===== config.mk =====
export PLATFORM = sky130hd
export DESIGN_NAME = prm_report
export DESIGN_NICKNAME = d
export VERILOG_FILES = /design/src/hw/rtl/prm_pkg.sv /design/src/hw/rtl/prm_report.sv
export SDC_FILE = /design/constraint.sdc
export NUM_CORES = 1
export LEC_CHECK = 0
export ABC_AREA = 1
export BUFFER_PORTS_ARGS = -buffer_cell sky130_fd_sc_hd__buf_2
export CAP_MARGIN = 20
export CELL_PAD_IN_SITES_DETAIL_PLACEMENT = 0
export CELL_PAD_IN_SITES_GLOBAL_PLACEMENT = 2
export CORE_UTILIZATION = 21
export CTS_BUF_LIST = sky130_fd_sc_hd__clkbuf_16
export CTS_CLUSTER_SIZE = 8
export DETAILED_ROUTE_END_ITERATION = 16
export MAX_ROUTING_LAYER = met4
export PLACE_DENSITY_LB_ADDON = 0.3
export SYNTH_ARGS = -nofsm -noshare
export SYNTH_HDL_FRONTEND = slang
export SYNTH_SLANG_ARGS = --single-unit
export TNS_END_PERCENT = 50

===== constraint.sdc =====
create_clock -name clock -period 4.9 [get_ports clock]
set_input_delay 0.49 -clock clock [delete_from_list [all_inputs] [get_ports clock]]
set_output_delay 0.49 -clock clock [all_outputs]
set_load 0.03 [all_outputs]

===== src/hw/rtl/prm_pkg.sv =====
`default_nettype none
package prm_pkg;

   localparam int CHANNELS   = 4;
   localparam int CH_W       = $clog2(CHANNELS);
   localparam int SAMPLE_W   = 24;
   localparam int SUM_W      = 62;
   localparam int DIV_STEPS  = SUM_W;
   localparam int SQRT_STEPS = SUM_W / 2;
   localparam int ROOT_W     = SQRT_STEPS;

   localparam logic [15:0] SPT_RESET = 16'd1024;

   // register indexes on the csr port
   localparam logic REG_SAMPLES = 1'b0;
   localparam logic REG_LAG     = 1'b1;

   typedef struct packed {
      logic                done;
      logic [SAMPLE_W-1:0] peak;
      logic [SAMPLE_W-1:0] rms;
   } lane_out_type;

endpackage
`default_nettype wire


===== src/hw/rtl/prm_report.sv =====
`default_nettype none
module prm_report
   import prm_pkg::*;
(
   input  wire logic                clock,
   input  wire logic                reset,
   input  wire logic                start,
   input  wire lane_out_type        lanes [CHANNELS],
   input  wire logic                rsp_stall,
   output      logic                rsp_valid,
   output      logic [1:0]          rsp_channel,
   output      logic [SAMPLE_W-1:0] rsp_peak_level,
   output      logic [SAMPLE_W-1:0] rsp_rms_level,
   output      logic                rsp_last,
   output      logic                finish
);

   logic                valid_ff, valid_in;
   logic [CH_W-1:0]     ch_ff, ch_in;
   logic [SAMPLE_W-1:0] peak_ff, peak_in;
   logic [SAMPLE_W-1:0] rms_ff, rms_in;
   logic                last_ff, last_in;
   logic                take;
   logic [CH_W-1:0]     sel;

   assign take = valid_ff && !rsp_stall;

   always_comb begin
      valid_in = valid_ff;
      ch_in    = ch_ff;
      sel      = ch_ff + 1'b1;
      if (start) begin
         valid_in = 1'b1;
         sel      = '0;
         ch_in    = '0;
      end else if (take) begin
         if (last_ff) begin
            valid_in = 1'b0;
         end else begin
            ch_in = sel;
         end
      end
      peak_in = lanes[sel].peak;
      rms_in  = lanes[sel].rms;
      last_in = sel == CH_W'(CHANNELS - 1);
      if (!start && !(take && !last_ff)) begin
         peak_in = peak_ff;
         rms_in  = rms_ff;
         last_in = last_ff;
      end
   end

   always_ff @(posedge clock) begin
      if (reset) begin
         valid_ff <= 1'b0;
         ch_ff    <= '0;
         last_ff  <= 1'b0;
      end else begin
         valid_ff <= valid_in;
         ch_ff    <= ch_in;
         last_ff  <= last_in;
      end
   end

   always_ff @(posedge clock) begin
      peak_ff <= peak_in;
      rms_ff  <= rms_in;
   end

   assign rsp_valid      = valid_ff;
   assign rsp_channel    = 2'(ch_ff);
   assign rsp_peak_level = peak_ff;
   assign rsp_rms_level  = rms_ff;
   assign rsp_last       = last_ff;
   assign finish         = take && last_ff;

endmodule
`default_nettype wire


; ---- Yosys cells after proc, flatten, opt, wreduce, memory -nomap -nowiden
; Cells that the tools add are included.
[totals]
out_inout_bits = 53
word_cells = 30
register_bits = 52
[classes]
add_sub_neg = 1
n_eq_ne = 1
n_bitwise = 2
mux = 7
reduce_logical = 13
order_cmp = 1
[ops]
columns = op, n
row1 = $bmux 49 s2, 1
row2 = $mux 48, 2
row3 = $logic_and 1x1->1, 4
row4 = $logic_not 1->1, 4
row5 = $reduce_and 2->1, 2
row6 = $reduce_bool 2->1, 2
row7 = $ge 3x3->1 const B, 1
row8 = $mux 1, 3
row9 = $not 2->3, 1
row10 = $add 2x1->2 const B, 1
row11 = $eq 2x2->1 const B, 1
row12 = $mux 2, 1
row13 = $reduce_or 2->1, 1
row14 = $not 1->1, 1

; ---- Logic depth before layout (Yosys ltp)
[logic_depth]
depth_word = 6
mapped_depth = 9
depth_no_buf = 6

; ---- Worst setup path after synthesis
; OpenSTA, ideal clock, no wires.
[synth_timing]
path_kind = register to register
from = register valid_ff (netlist: rsp_valid)
to = register peak_ff[0] (netlist: rsp_peak_level[0]), enable pin
arrival_ns = 1.897
required_time_ns = 4.494
n_path_buf = 0
period_less_slack_ns = 2.303
stages_incl_launch_ff = 5
path_slack_ns = 2.597
cell_sequence = dfxtp_1 inv_1 nor2_1 nand2_1 nand2_1
[synth_between]
elab_chain_len = 4
[synth_rtl]
columns = element, line_no
row1 = "start, declared", prm_report.sv:18  ; logic valid_ff, valid_in;
row2 = "start signal, assigned", prm_report.sv:59  ; valid_ff <= valid_in;
row3 = $logic_and 1x1->1, prm_report.sv:26  ; assign take = valid_ff && !rsp_stall;
row4 = $logic_and 1x1->1, prm_report.sv:46  ; if (!start && !(take && !last_ff)) begin
row5 = $logic_not 1->1, prm_report.sv:46
row6 = $logic_and 1x1->1, prm_report.sv:46
row7 = "end signal, assigned", prm_report.sv:66  ; peak_ff <= peak_in;
row8 = "end, declared", prm_report.sv:20  ; logic [SAMPLE_W-1:0] peak_ff, peak_in;
; Every way passes these cells.
; A chain may end at the register's enable or synchronous reset.

; ---- Worst setup path in the final report
[layout_timing]
from = register ch_ff[0] (netlist: rsp_channel[0])
to = register peak_ff[23] (netlist: rsp_peak_level[23]), data pin
[layout_between]
elab_chain_len = 6
[layout_rtl]
columns = element, line_no
row1 = "start, declared", prm_report.sv:19  ; logic [CH_W-1:0] ch_ff, ch_in;
row2 = "start signal, assigned", prm_report.sv:60  ; ch_ff <= ch_in;
row3 = $add 2x1->2, prm_report.sv:31  ; sel = ch_ff + 1'b1;
row4 = $mux 2, prm_report.sv:32  ; if (start) begin
row5 = $not 2->3 (not written as such), prm_report.sv:43  ; peak_in = lanes[sel].peak;
row6 = $bmux 49 s2, prm_report.sv:43
row7 = $mux 48 (2 in a row), --
; Every way passes these cells. The select of a mux whose other input is x is not followed.

==> key figures <==
Routing
  – Drt via density: around 4.2
  – Wire length per cell: ~13 um
  – Routed WL: 13.1 mm
  – DR pass1 iterations: 4
  – Initial DRC Count: 144
  – Vias: 4249
  – Routed Antenna Nets: 0
  – Drt drc: 0

Floorplan
  – Die footprint: 18000 um^2
  – Chip width: 134 um
  – I/O pin cnt: approximately 250
  – Core area: approximately 17000 um^2
  – Die extent in y: 134 um
  – Initial Util: roughly 21%
  – Std-Cell Rows: 48

Finish
  – Fraction of layout cells with a size suffix above 1: about 36%
  – Post-route insts no fill: roughly 1.0k
  – Commonest cells after routing, fill and taps aside: nand2_1 (333), buf_2 (248), o21ai_0 (79), edfxtp_1 (48), o21ai_1 (18)
  – Area grow syn2layout: 40.1%
  – Number of nets in the layout: approximately 970
  – Commonest non-fill, non-tap cell in the layout: nand2_1
  – Fillcell total: about 1.9k
  – N_diodes: 0

Clock tree
  – Hold buffer count at CTS: 0
  – CTS clk-pin slew, worst paths: about 80 ps
  – CTS sink count: 52
  – Post-CTS Setup Repair Bufs: 0
  – Clock latency at the later pin of the worst-skew pair: between 300 and 400 ps
  – H-Tree Depth: 2
  – CTS tree: done
  – TritonCTS buffer count: 5
  – Clock Path Buffers: 2
  – Root Buffer: clkbuf_16
  – Post_cts resized: 0

Worst setup path
  – Crit path depth: 7
  – CP delay by family, top: simple AND/OR/NAND/NOR gates
  – Buf/Inv on CP: 2
  – Critical Path Source: rsp_channel[0]
  – Element type at the critical path start: flop
  – Cell chain of the critical path: buf_4 -> nor2_4 -> buf_4 -> nand2_1 -> nand2_1 -> nand2_1 -> nand2_1
  – Req. time, crit path: 5070 ps
  – CP Capture Type: flop
  – R2R Setup Slk: around 2200 ps
  – CP endpoint: rsp_peak_level[23]
  – Reg-to-reg endpoint: rsp_peak_level[23]
  – Worst Path Class, Setup: reg -> reg
  – Crit path DAT: between 2000 and 3000 ps
  – Crit path max fanout: between 70 and 80
  – CP peak stage delay: around 800 ps
  – Worst R2R Path Depth: 7
  – Critical Path Slowest Stage Cell: nor2_4
  – FF-to-FF Start: rsp_channel[0]
  – Most frequent CP cell: nand2_1

Power
  – Comb power frac: ~29%
  – Power Total: ~1.3 mW
  – Pwr dens: 252 nW/um^2
  – Leak pwr: 2.80 nW
  – Sw power: between 0.4 and 0.5 mW
  – Switching Fraction: 33.2%
  – Sequential share of power: between 40% and 50%
  – Internal: between 0.8 and 0.9 mW
  – Clk pwr share: 28.3%
  – Peak supply drop: between 0.0001 and 0.00015 V

Placed design
  – Routability cong.: between 0.7 and 0.8
  – Hpwl dp: approximately 9.5 mm
  – Port bufs: around 250
  – Placed insts: a little under 1k

GRT
  – Global Route Usage Sum: between 10 and 15%
  – Grt ovf: 0
  – Initial antenna violation count: 0
  – Largest net degree at the start of global routing: between 70 and 80
  – Vias in the first global route: between 4k and 5k
  – First-pass GRT wire length: around 20 mm

Synthesis
  – XOR/XNOR share of the synthesized area: 0%
  – Sequential area share after synthesis: between 40% and 50%
  – Synth Net Count: approximately 760
  – Library cells used by synthesis: 20
  – Adder-cell share of the synthesized area: 0%
  – Syn Area/Cell: around 6.6 um^2
  – Mux cell area share after synthesis: 0%
  – Post-Syn Area: roughly 3700 um^2
  – Complex-gate fraction of the synthesized area: between 10% and 20%
  – Seq cells post-synth: 52
  – Simple-gate share of the synthesized area: between 30% and 40%
  – Largest family of logic cells by synthesized area: simple AND/OR/NAND/NOR gates
  – Synth Instances: between 500 and 600
  – Synth warnings: 0

Timing
  – Post-route setup TNS: 0 ps
  – Fin. Hold Viols: 0
  – Setup Viol. Count Final: 0
  – Crit share post-route: 54.2%
  – RSZ-0062 raised after global routing: false
  – Fmax: around 0.38 GHz
  – Worst-margin pin slew: roughly 990 ps
  – Slew Limit Headroom: approximately 34%
  – Clk_skew: slightly above 6 ps
  – Max-slew violations: 0
  – Final period demand of the worst path: around 2700 ps

Flow run
  – MaxCap Viol Count: 0

Run status
  – Status: completed

Hold path
  – Hold Crit Class: in -> reg
-- state kept, by name, indices dropped and copies added, names as in the netlist --
register / cells
rsp_peak_level: 24
rsp_rms_level: 24
rsp_channel: 2
rsp_last: 1
rsp_valid: 1
-- how the worst min path moves through the flow --
stage,startpoint,endpoint,slack [ps],cells after the start
final,reset,rsp_valid,350,2
after CTS,reset,rsp_valid,330,2
after floorplan,reset,rsp_valid,560,1
after global routing,reset,rsp_valid,340,2
after global placement,rsp_valid,rsp_valid,470,2
after detailed placement,rsp_valid,rsp_valid,480,2
-- kinds of logic after synthesis --
logic type	count (synthesis)
flip-flops	52
buffers and inverters	48
AND/OR/NAND/NOR	355
AO/OA/AOI/OAI	100
-- worst register-to-register path, stage by stage (launching register included) --
cell and delay [ps]:
dfxtp_2 480, buf_4 410, nor2_4 810, buf_4 480, nand2_1 100, nand2_1 80
nand2_1 60, nand2_1 110
-- metrics by stage --
| stage | setup WS [ps] | utilization (%) | hold slack (ps) | area (um^2) |
|---|---|---|---|---|
| final | 2240 | 30.0 | 346 | 5150 |
| after detailed placement | 2170 | 29.1 | 480 | 5000 |
| after global routing | 1960 | 30.0 | 340 | 5150 |
| after global placement | 2180 | 29.1 | 475 | 5000 |
| after CTS | 2180 | 30.0 | 327 | 5150 |
| after floorplan | 2600 | - | 559 | 3680 |
-- cells in the mapped netlist (all sizes together) --
library cell  count  area [um^2]
a21oi             3         26.3
buf              28          193
clkbuf           14         53.8
dfxtp             4         80.1
edfxtp           48         1440
inv               6         22.5
nand2           346         1330
nand3             2         10.0
nor2              6         30.0
nor3              1         5.00
o21ai            97          485
-- power by group through the flow --
stage | clock network (mW) | registers (mW) | logic, mW
floorplan | 0 | 0.648 | 0.151
global placement | 0 | 0.559 | 0.387
detailed placement | 0 | 0.561 | 0.386
CTS | 0.388 | 0.551 | 0.387
global route | 0.403 | 0.556 | 0.424
finish | 0.368 | 0.550 | 0.380
-- routing by layer --
metal / vias up / routed length, um / track usage [%]
met4: 0 / 176 / 5.18
li1: 2211 / - / -
met3: 11 / 772 / 2.65
met1: 1889 / 5550 / 16.8
met5: - / 0 / -
met2: 138 / 6610 / 26.6
-- area by class of cell --
cell class              count  area, um^2  share of cell area [%]
multi-input cells         455        1890                    36.7
flip-flops and latches     52        1520                    29.6
repair buffers            254        1290                    25.0
clock buffers               5         125                    2.43
inverters                   6        22.5                   0.437
well taps                 225         282                    5.47
clock inverters             3        23.8                   0.462
No activity file was read; power rests on OpenSTA's default activity.
