`src/hw/rtl/prm_pkg.sv`:
```
`default_nettype none
package prm_pkg;

   localparam int CHANNELS   = 4;
   localparam int CH_W       = $clog2(CHANNELS);
   localparam int SAMPLE_W   = 24;
   localparam int SUM_W      = 62;
   localparam int DIV_STEPS  = SUM_W;
   localparam int SQRT_STEPS = SUM_W / 2;
   localparam int ROOT_W     = SQRT_STEPS;

   localparam logic [15:0] SPT_RESET = 16'd1024;

   // register indexes on the csr port
   localparam logic REG_SAMPLES = 1'b0;
   localparam logic REG_LAG     = 1'b1;

   typedef struct packed {
      logic                done;
      logic [SAMPLE_W-1:0] peak;
      logic [SAMPLE_W-1:0] rms;
   } lane_out_type;

endpackage
`default_nettype wire

```
`src/hw/rtl/prm_lane.sv`:
```
`default_nettype none
module prm_lane
   import prm_pkg::*;
(
   input  wire logic                clock,
   input  wire logic                reset,
   input  wire logic                acc_en,
   input  wire logic [SAMPLE_W-1:0] sample,
   input  wire logic                start,
   input  wire logic [15:0]         win_len,
   input  wire logic [15:0]         lag,
   output      lane_out_type        status
);

   localparam logic [1:0] ST_IDLE = 2'd0;
   localparam logic [1:0] ST_DIV  = 2'd1;
   localparam logic [1:0] ST_SQRT = 2'd2;
   localparam logic [1:0] ST_DONE = 2'd3;

   logic [1:0]          state_ff, state_in;
   logic [5:0]          cnt_ff, cnt_in;
   logic [SAMPLE_W-1:0] peak_ff, peak_in;
   logic [SUM_W-1:0]    sum_ff, sum_in;
   logic [SAMPLE_W-1:0] held_ff, held_in;
   logic [SUM_W-1:0]    work_ff, work_in;
   logic [15:0]         drem_ff, drem_in;
   logic [15:0]         div_ff, div_in;
   logic [32:0]         srem_ff, srem_in;
   logic [ROOT_W-1:0]   root_ff, root_in;

   logic [SAMPLE_W:0]     mag_wide;
   logic [SAMPLE_W-1:0]   mag;
   logic [2*SAMPLE_W-1:0] square;
   logic [SAMPLE_W-1:0]   diff;
   logic [39:0]           decay;
   logic [16:0]           dtrial;
   logic                  dge;
   logic [34:0]           sr;
   logic [34:0]           strial;
   logic                  sge;

   always_comb begin
      mag_wide = sample[SAMPLE_W-1] ? (25'h1000000 - {1'b0, sample}) : {1'b0, sample};
      mag      = mag_wide[SAMPLE_W-1:0];
      square   = mag * mag;
      diff     = held_ff - peak_ff;
      decay    = lag * diff;
      dtrial   = {drem_ff, work_ff[SUM_W-1]};
      dge      = dtrial >= {1'b0, div_ff};
      sr       = {srem_ff, work_ff[SUM_W-1 -: 2]};
      strial   = {2'b00, root_ff, 2'b01};
      sge      = sr >= strial;
   end

   always_comb begin
      state_in = state_ff;
      cnt_in   = cnt_ff;
      peak_in  = peak_ff;
      sum_in   = sum_ff;
      held_in  = held_ff;
      work_in  = work_ff;
      drem_in  = drem_ff;
      div_in   = div_ff;
      srem_in  = srem_ff;
      root_in  = root_ff;
      if (acc_en) begin
         if (mag > peak_ff) begin
            peak_in = mag;
         end
         sum_in = sum_ff + SUM_W'(square);
      end
      unique case (state_ff)
         ST_IDLE: begin
            if (start) begin
               // snapshot the window and clear the accumulators
               work_in  = sum_ff;
               drem_in  = '0;
               div_in   = win_len;
               peak_in  = '0;
               sum_in   = '0;
               held_in  = (peak_ff >= held_ff) ? peak_ff : peak_ff + decay[39:16];
               cnt_in   = 6'(DIV_STEPS - 1);
               state_in = ST_DIV;
            end
         end
         ST_DIV: begin
            drem_in = dge ? 16'(dtrial - {1'b0, div_ff}) : dtrial[15:0];
            work_in = {work_ff[SUM_W-2:0], dge};
            if (cnt_ff == '0) begin
               srem_in  = '0;
               root_in  = '0;
               cnt_in   = 6'(SQRT_STEPS - 1);
               state_in = ST_SQRT;
            end else begin
               cnt_in = cnt_ff - 6'd1;
            end
         end
         ST_SQRT: begin
            // one result bit per cycle, two radicand bits consumed
            srem_in = sge ? 33'(sr - strial) : sr[32:0];
            root_in = {root_ff[ROOT_W-2:0], sge};
            work_in = {work_ff[SUM_W-3:0], 2'b00};
            if (cnt_ff == '0) begin
               state_in = ST_DONE;
            end else begin
               cnt_in = cnt_ff - 6'd1;
            end
         end
         ST_DONE: begin
            state_in = ST_IDLE;
         end
         default: begin
            state_in = ST_IDLE;
         end
      endcase
   end

   always_ff @(posedge clock) begin
      if (reset) begin
         state_ff <= ST_IDLE;
         cnt_ff   <= '0;
         peak_ff  <= '0;
         sum_ff   <= '0;
         held_ff  <= '0;
      end else begin
         state_ff <= state_in;
         cnt_ff   <= cnt_in;
         peak_ff  <= peak_in;
         sum_ff   <= sum_in;
         held_ff  <= held_in;
      end
   end

   always_ff @(posedge clock) begin
      work_ff <= work_in;
      drem_ff <= drem_in;
      div_ff  <= div_in;
      srem_ff <= srem_in;
      root_ff <= root_in;
   end

   always_comb begin
      status.done = state_ff == ST_DONE;
      status.peak = held_ff;
      status.rms  = root_ff[SAMPLE_W-1:0];
   end

endmodule
`default_nettype wire

```
`config.mk`:
```
export PLATFORM = sky130hd
export DESIGN_NAME = prm_lane
export DESIGN_NICKNAME = d
export VERILOG_FILES = /design/src/hw/rtl/prm_pkg.sv /design/src/hw/rtl/prm_lane.sv
export SDC_FILE = /design/constraint.sdc
export NUM_CORES = 2
export LEC_CHECK = 0
export ABC_AREA = 1
export BUFFER_PORTS_ARGS = -buffer_cell sky130_fd_sc_hd__buf_4
export CORE_ASPECT_RATIO = 2
export CORE_MARGIN = 4
export CORE_UTILIZATION = 27
export CTS_CLUSTER_DIAMETER = 120
export CTS_CLUSTER_SIZE = 28
export DETAILED_ROUTE_END_ITERATION = 7
export PLACE_DENSITY = 0.5
export SLEW_MARGIN = 0
export SYNTH_ARGS = -nofsm -noshare
export SYNTH_HDL_FRONTEND = slang
export SYNTH_SLANG_ARGS = --single-unit
```
`constraint.sdc`:
```
create_clock -name clock -period 11.3 [get_ports clock]
set_input_delay 2.26 -clock clock [delete_from_list [all_inputs] [get_ports clock]]
set_output_delay 2.26 -clock clock [all_outputs]
set_load 0.02 [all_outputs]
```
## Word-level counts from Yosys, hierarchy flattened

Cells that the tools add are included.

| word-level totals | value |
|---|---|
| register bits after elaboration | 276 |
| latch bits | 0 |
| memory bits (writable) | 0 |
| ROM bits | 0 |
| bits of input ports | 60 |
| output and inout port bits | 49 |
| word-level logic and storage cells | 68 |
| memories | 0 |

| operators by class | value |
|---|---|
| add/sub/neg operators | 7 |
| multipliers | 2 |
| divide/modulo/power cells | 0 |
| order comparisons | 4 |
| equal/unequal tests | 7 |
| shifts and indexed selects | 0 |
| multiplexer cells | 27 |
| bitwise gates (word level) | 0 |
| reductions and logical operators | 11 |

Operators with widths:

| operator | count |
|---|---|
| $mux 62 | 4 |
| $pmux 62 s3 | 1 |
| $mux 24 | 6 |
| $mux 33 | 2 |
| $pmux 33 s2 | 1 |
| $add 62x48->62 | 1 |
| $pmux 31 s2 | 1 |
| $mul 24x24->48 | 1 |
| $mul 16x24->40 | 1 |
| $ge 35x33->1 | 1 |
| $sub 33x33->33 | 1 |
| $mux 16 | 2 |
| $pmux 16 s2 | 1 |
| $mux 31 | 1 |
| $add 24x24->24 | 1 |
| $ge 24x24->1 | 1 |
| $gt 24x24->1 | 1 |
| $sub 1x24->24 const A | 1 |
| $sub 24x24->24 | 1 |
| $mux 6 | 3 |
| $pmux 6 s3 | 1 |
| $ge 17x16->1 | 1 |
| $sub 16x16->16 | 1 |
| $ne 2x2->1 const B | 4 |
| 11 further kinds | 19 |

## Depth between registers and ports, before layout

| depth | value |
|---|---|
| depth in word-level cells | 7 |
| gate-level depth with buffers | 52 |
| mapped depth without buffers | 52 |

## Worst setup path before layout

No wires, ideal clock.

| path | value |
|---|---|
| kind | input to register |
| start | input sample[0] |
| end | register sum_ff[53] |
| library setup time | 0.115 ns |
| data arrival time | 9.408 ns |
| data required time | 11.185 ns |
| path slack | 1.777 ns |
| stages on the path | 37 |
| path buffers | 2 |
| path through | inv_2 > clkbuf_1 > ha_1 > nand3_1 > nor3_2 > nand2_2 > nand2_2 > nand2_2 > nor2_1 > or2_1 > nand2_2 > inv_2 > buf_4 > nor2_1 > fa_1 > inv_1 > fa_1 > inv_1 > fa_1 > inv_1 > fa_1 > inv_1 > fa_1 > inv_1 > fa_1 > inv_1 > fa_1 > ha_1 > nand2_1 > nor2_1 > inv_1 > nor4_1 > nand4_1 > o211ai_1 > nand3_1 > nand2_1 > nor2_1 |

| on the way | value |
|---|---|
| word-level cells in the longest chain between the ends | 7 |

RTL lines:

| item | line | source |
|---|---|---|
| start, declared | prm_lane.sv:8 | `input wire logic [SAMPLE_W-1:0] sample,` |
| $sub 1x24->24 | prm_lane.sv:43 | `mag_wide = sample[SAMPLE_W-1] ? (25'h1000000 - {1'b0, sample}) : {1'b0, sample};` |
| $mux 24 * | prm_lane.sv:43 |  |
| $mul 24x24->48 * | prm_lane.sv:45 | `square = mag * mag;` |
| $add 62x48->62 * | prm_lane.sv:70 | `sum_in = sum_ff + SUM_W'(square);` |
| $mux 62 * | prm_lane.sv:66 | `if (acc_en) begin` |
| $mux 62 | prm_lane.sv:74 | `if (start) begin` |
| $mux 62 * | prm_lane.sv:72 | `unique case (state_ff)` |
| end signal, assigned | prm_lane.sv:129 | `sum_ff <= sum_in;` |
| end, declared | prm_lane.sv:23 | `logic [SUM_W-1:0] sum_ff, sum_in;` |

Mark *: on every way between the ends. The rest lies on a longest branch, timed or not.
A chain may end at the register's enable or synchronous reset.

## Worst setup path in the final report

| path | value |
|---|---|
| start | register peak_ff[1] |
| end | register held_ff[21] |

| on the way | value |
|---|---|
| word-level cells in the longest chain between the ends | 4 |

RTL lines:

| item | line | source |
|---|---|---|
| start, declared | prm_lane.sv:22 | `logic [SAMPLE_W-1:0] peak_ff, peak_in;` |
| start signal, assigned | prm_lane.sv:128 | `peak_ff <= peak_in;` |
| $sub 24x24->24 | prm_lane.sv:46 | `diff = held_ff - peak_ff;` |
| $mul 16x24->40 | prm_lane.sv:47 | `decay = lag * diff;` |
| $add 24x24->24 | prm_lane.sv:81 | `held_in = (peak_ff >= held_ff) ? peak_ff : peak_ff + decay[39:16];` |
| $mux 24 * | prm_lane.sv:81 |  |
| end signal, assigned | prm_lane.sv:130 | `held_ff <= held_in;` |
| end, declared | prm_lane.sv:24 | `logic [SAMPLE_W-1:0] held_ff, held_in;` |

Marked as above.

==> summary.md <==
| Metric | Value |
|---|---|
| Clk Latency, worst-skew pair | `~0.60 ns` |
| Seq cells post-synth | `between 200 and 300` |
| RSZ-0062 raised after global routing | `no` |
| Synth unique cells | `66` |
| Post-Syn Area | `~0.049 mm²` |
| Routed WL | `about 180 mm` |
| RR Startpoint | `peak_ff[1]` |
| Dominant cells by area after synthesis | `fa_1 (32%), inv_1 (11%), ha_1 (11%)` |
| Final ANT Viol Nets | `0` |
| WL/cell | `~21 µm` |
| Top_reg_cell synth | `edfxtp_1` |
| Worst Tran Pin Value | `around 1.1 ns` |
| Worst reg2reg path depth | `39` |
| NumNets Final | `about 7,400` |
| Post-Synthesis Cells | `6,131` |
| Post-synth top area cell | `fa_1` |
| Hold endpoint | `cnt_ff[1]` |
| Async set-reset flop share out of synthesis | `0` |
| Post-CTS Repair Setup Buffers | `0` |
| Clk slew on worst S/H paths | `~0.13 ns` |
| Min Tclk post-route | `between 10 and 15 ns` |
| Pre-antenna DRT Iters | `6` |
| Final Skew | `around 0.046 ns` |
| # DRC | `0` |
| Slew Limit Fails | `0` |
| TritonCTS Sinks | `approximately 280` |
| Setup tns final | `0 ns` |
| Setup violators final | `0` |
| Via count | `about 41,000` |
| Syn-to-layout area delta | `8.68%` |
| Clock Tree Root | `clkbuf_16` |
| TritonCTS buffer count | `15` |
| Post-synth EDFFs | `about 160` |
| Most frequent cell after synthesis | `inv_1` |
| Ys Warns | `0` |
| WP buf/inv | `6` |
| Max Fclk | `between 90 and 100 MHz` |
| Hold Path Stages | `2` |
| Vias per std cell | `roughly 4.8` |
| Total GRT Usage | `0.189` |
| Max_slew headroom | `0.273` |
| CP max stage delay | `~0.60 ns` |
| Core area | `approximately 0.18 mm²` |
| Initial antenna violation count | `3` |
| Most common cell on crit path | `nand2_1` |
| Critical Path RT | `11.84 ns` |
| Initial Util | `0.271` |
| Seq/Total Area, Yosys | `0.146` |
| CP Class | `flip-flop to flip-flop` |
| First-pass GRT wire length | `approximately 270 mm` |
| H-tree Lvls | `1` |
| Top Ports | `109` |
| Die Outline Area | `~0.19 mm²` |
| Top Family by Delay on Critical Path | `adder cells` |
| CP max FO | `10` |
| DRT iter0 DRCs | `2,015` |
| Max Cap Violations | `0` |
| Post-synth top area share | `0.319` |
| Fillers | `approximately 19,000` |
| Top cells by count, synth | `inv_1 (1,483), nand2_1 (990), fa_1 (774), nor2_1 (664), ha_1 (415)` |
| Setup crit start kind | `flip-flop` |
| Period Utilization, post-route | `0.951` |
| R2R Path End | `held_ff[21]` |
| R2R Setup Slk | `about 0.55 ns` |
| Number of global-route vias before repair | `45,552` |
| Port Buffers | `around 110` |
| Die Y | `roughly 610 µm` |
| CP endpoint kind | `flip-flop` |
| Gp weighted congestion | `~0.96` |
| HP Start | `cnt_ff[1]` |
| Final Hold Vio Count | `0` |
| Pin count of the biggest net entering global routing | `83` |
| DIE WIDTH | `between 300 and 400 µm` |
| CP max stage cell | `nor4_1` |
| Hold crit path type | `flip-flop to flip-flop` |
| TritonCTS clock tree | `yes` |
| Post-DP HPWL | `~150 mm` |
| Clk buf depth | `3` |
| Worst endpoint data arrival time | `11.29 ns` |
| Layout cell share with drive strength beyond 1 | `0.0552` |
| Mapped Avg Cell Area | `~8 µm²` |
| Remaining global-route overflow | `0` |
| Outcome | `complete, no violations` |
| Site Rows | `220` |
## repair_timing
item	in CTS	in global routing
setup endpoints to repair	0	3
hold buffers	0	0
gates resized for setup	0	1
## metrics by stage
stage                     hold WS [ns]  utilization  worst slack [ns]  area [µm²]  instances
final                            0.480        0.295             0.553       52800       8535
after global routing             0.510        0.295             0.104       52800       8532
after CTS                        0.481        0.295             0.361       52800       8531
after detailed placement         0.464        0.292             0.384       52300       8505
after global placement           0.457        0.292             0.414       52300       8505
after floorplan                  0.445            -              1.78       48700       6146
## state kept, by name, indices dropped and copies added, names as in the netlist
signal    flops
srem_ff      33
sum_ff       62
held_ff      24
drem_ff      16
div_ff       16
work_ff      62
cnt_ff        6
peak_ff      24
state_ff      2
root_ff      31
## placed cells by master, fill, tap and decap left out, types with 6 or more instances in the layout
master and count:
buf_4 209, ha_1 414, nand3b_1 7, nand4_1 24, nor2_1 661, or2_2 35, o21ai_1 8, a31oi_1 38
xor2_1 72, dfxtp_1 118, a21o_1 38, edfxtp_1 158, a21boi_0 11, or2_1 6, o211ai_1 28, o21bai_1 21
nor4_1 18, a21oi_1 311, nor2_4 15, xnor2_1 41, o21ai_0 257, fa_1 774, nand3_1 186, nand2_2 17
clkinv_1 12, clkbuf_1 6, nand2_1 987, conb_1 17, inv_2 15, a221oi_1 6, a211oi_1 8, o21a_1 16
clkbuf_16 15, nor2_2 10, inv_1 1483, o221ai_1 62, nor3_1 46
## worst reg2reg max path: cells and delay by family (launching register included)
family	cells	cell delay, ns
AOI/OAI and AO/OA	11	2.90
xor gates and xnor gates	1	0.22
adders and majority gates	9	4.17
buffers and inverters	6	0.75
DFF	1	0.50
and+or+nand+nor	12	2.14
## how the worst max path moves through the flow
stage | to | depth (start not counted) | startpoint | slack, ns
after global placement | held_ff[22] | 44 | peak_ff[1] | 0.41
final | held_ff[21] | 39 | peak_ff[1] | 0.55
after floorplan | sum_ff[53] | 37 | sample[0] | 1.78
after global routing | held_ff[22] | 44 | peak_ff[1] | 0.10
after detailed placement | held_ff[22] | 44 | peak_ff[1] | 0.38
after CTS | held_ff[22] | 44 | peak_ff[1] | 0.36
## cells by family after synthesis
group / share of synthesized area
simple gates: 0.173
buf+inv: 0.134
fa+ha+maj: 0.426
compound gates: 0.0987
flops: 0.146
xor+xnor: 0.0222
other cells: 0.000155
## area by class of cell
| cell class | instances | area, µm² | area share |
|---|---|---|---|
| Clock buffer | 21 | 398 | 0.00753 |
| Tap cell | 2331 | 2920 | 0.0552 |
| Multi-Input combinational cell | 4178 | 35100 | 0.664 |
| Inverter | 1511 | 5680 | 0.107 |
| Timing Repair Buffer | 209 | 1570 | 0.0297 |
| Clock inverter | 5 | 73.8 | 0.00140 |
| Antenna cell | 4 | 10.0 | 0.000190 |
| Sequential cell | 276 | 7110 | 0.135 |
## per-layer routing
| metal | track usage | wire (µm) | up-vias | share of wire |
|---|---|---|---|---|
| met5 | 0 | 25 | - | 0.00014 |
| met4 | 0.148 | 17200 | 4 | 0.097 |
| met3 | 0.0156 | 4750 | 599 | 0.027 |
| met2 | 0.387 | 101000 | 1064 | 0.57 |
| met1 | 0.165 | 54500 | 20188 | 0.31 |
| li1 | - | - | 18883 | - |
Power is left out: the tool's default activity adds up to more than one toggle a clock period on the data nets, which glitch-free logic cannot reach.
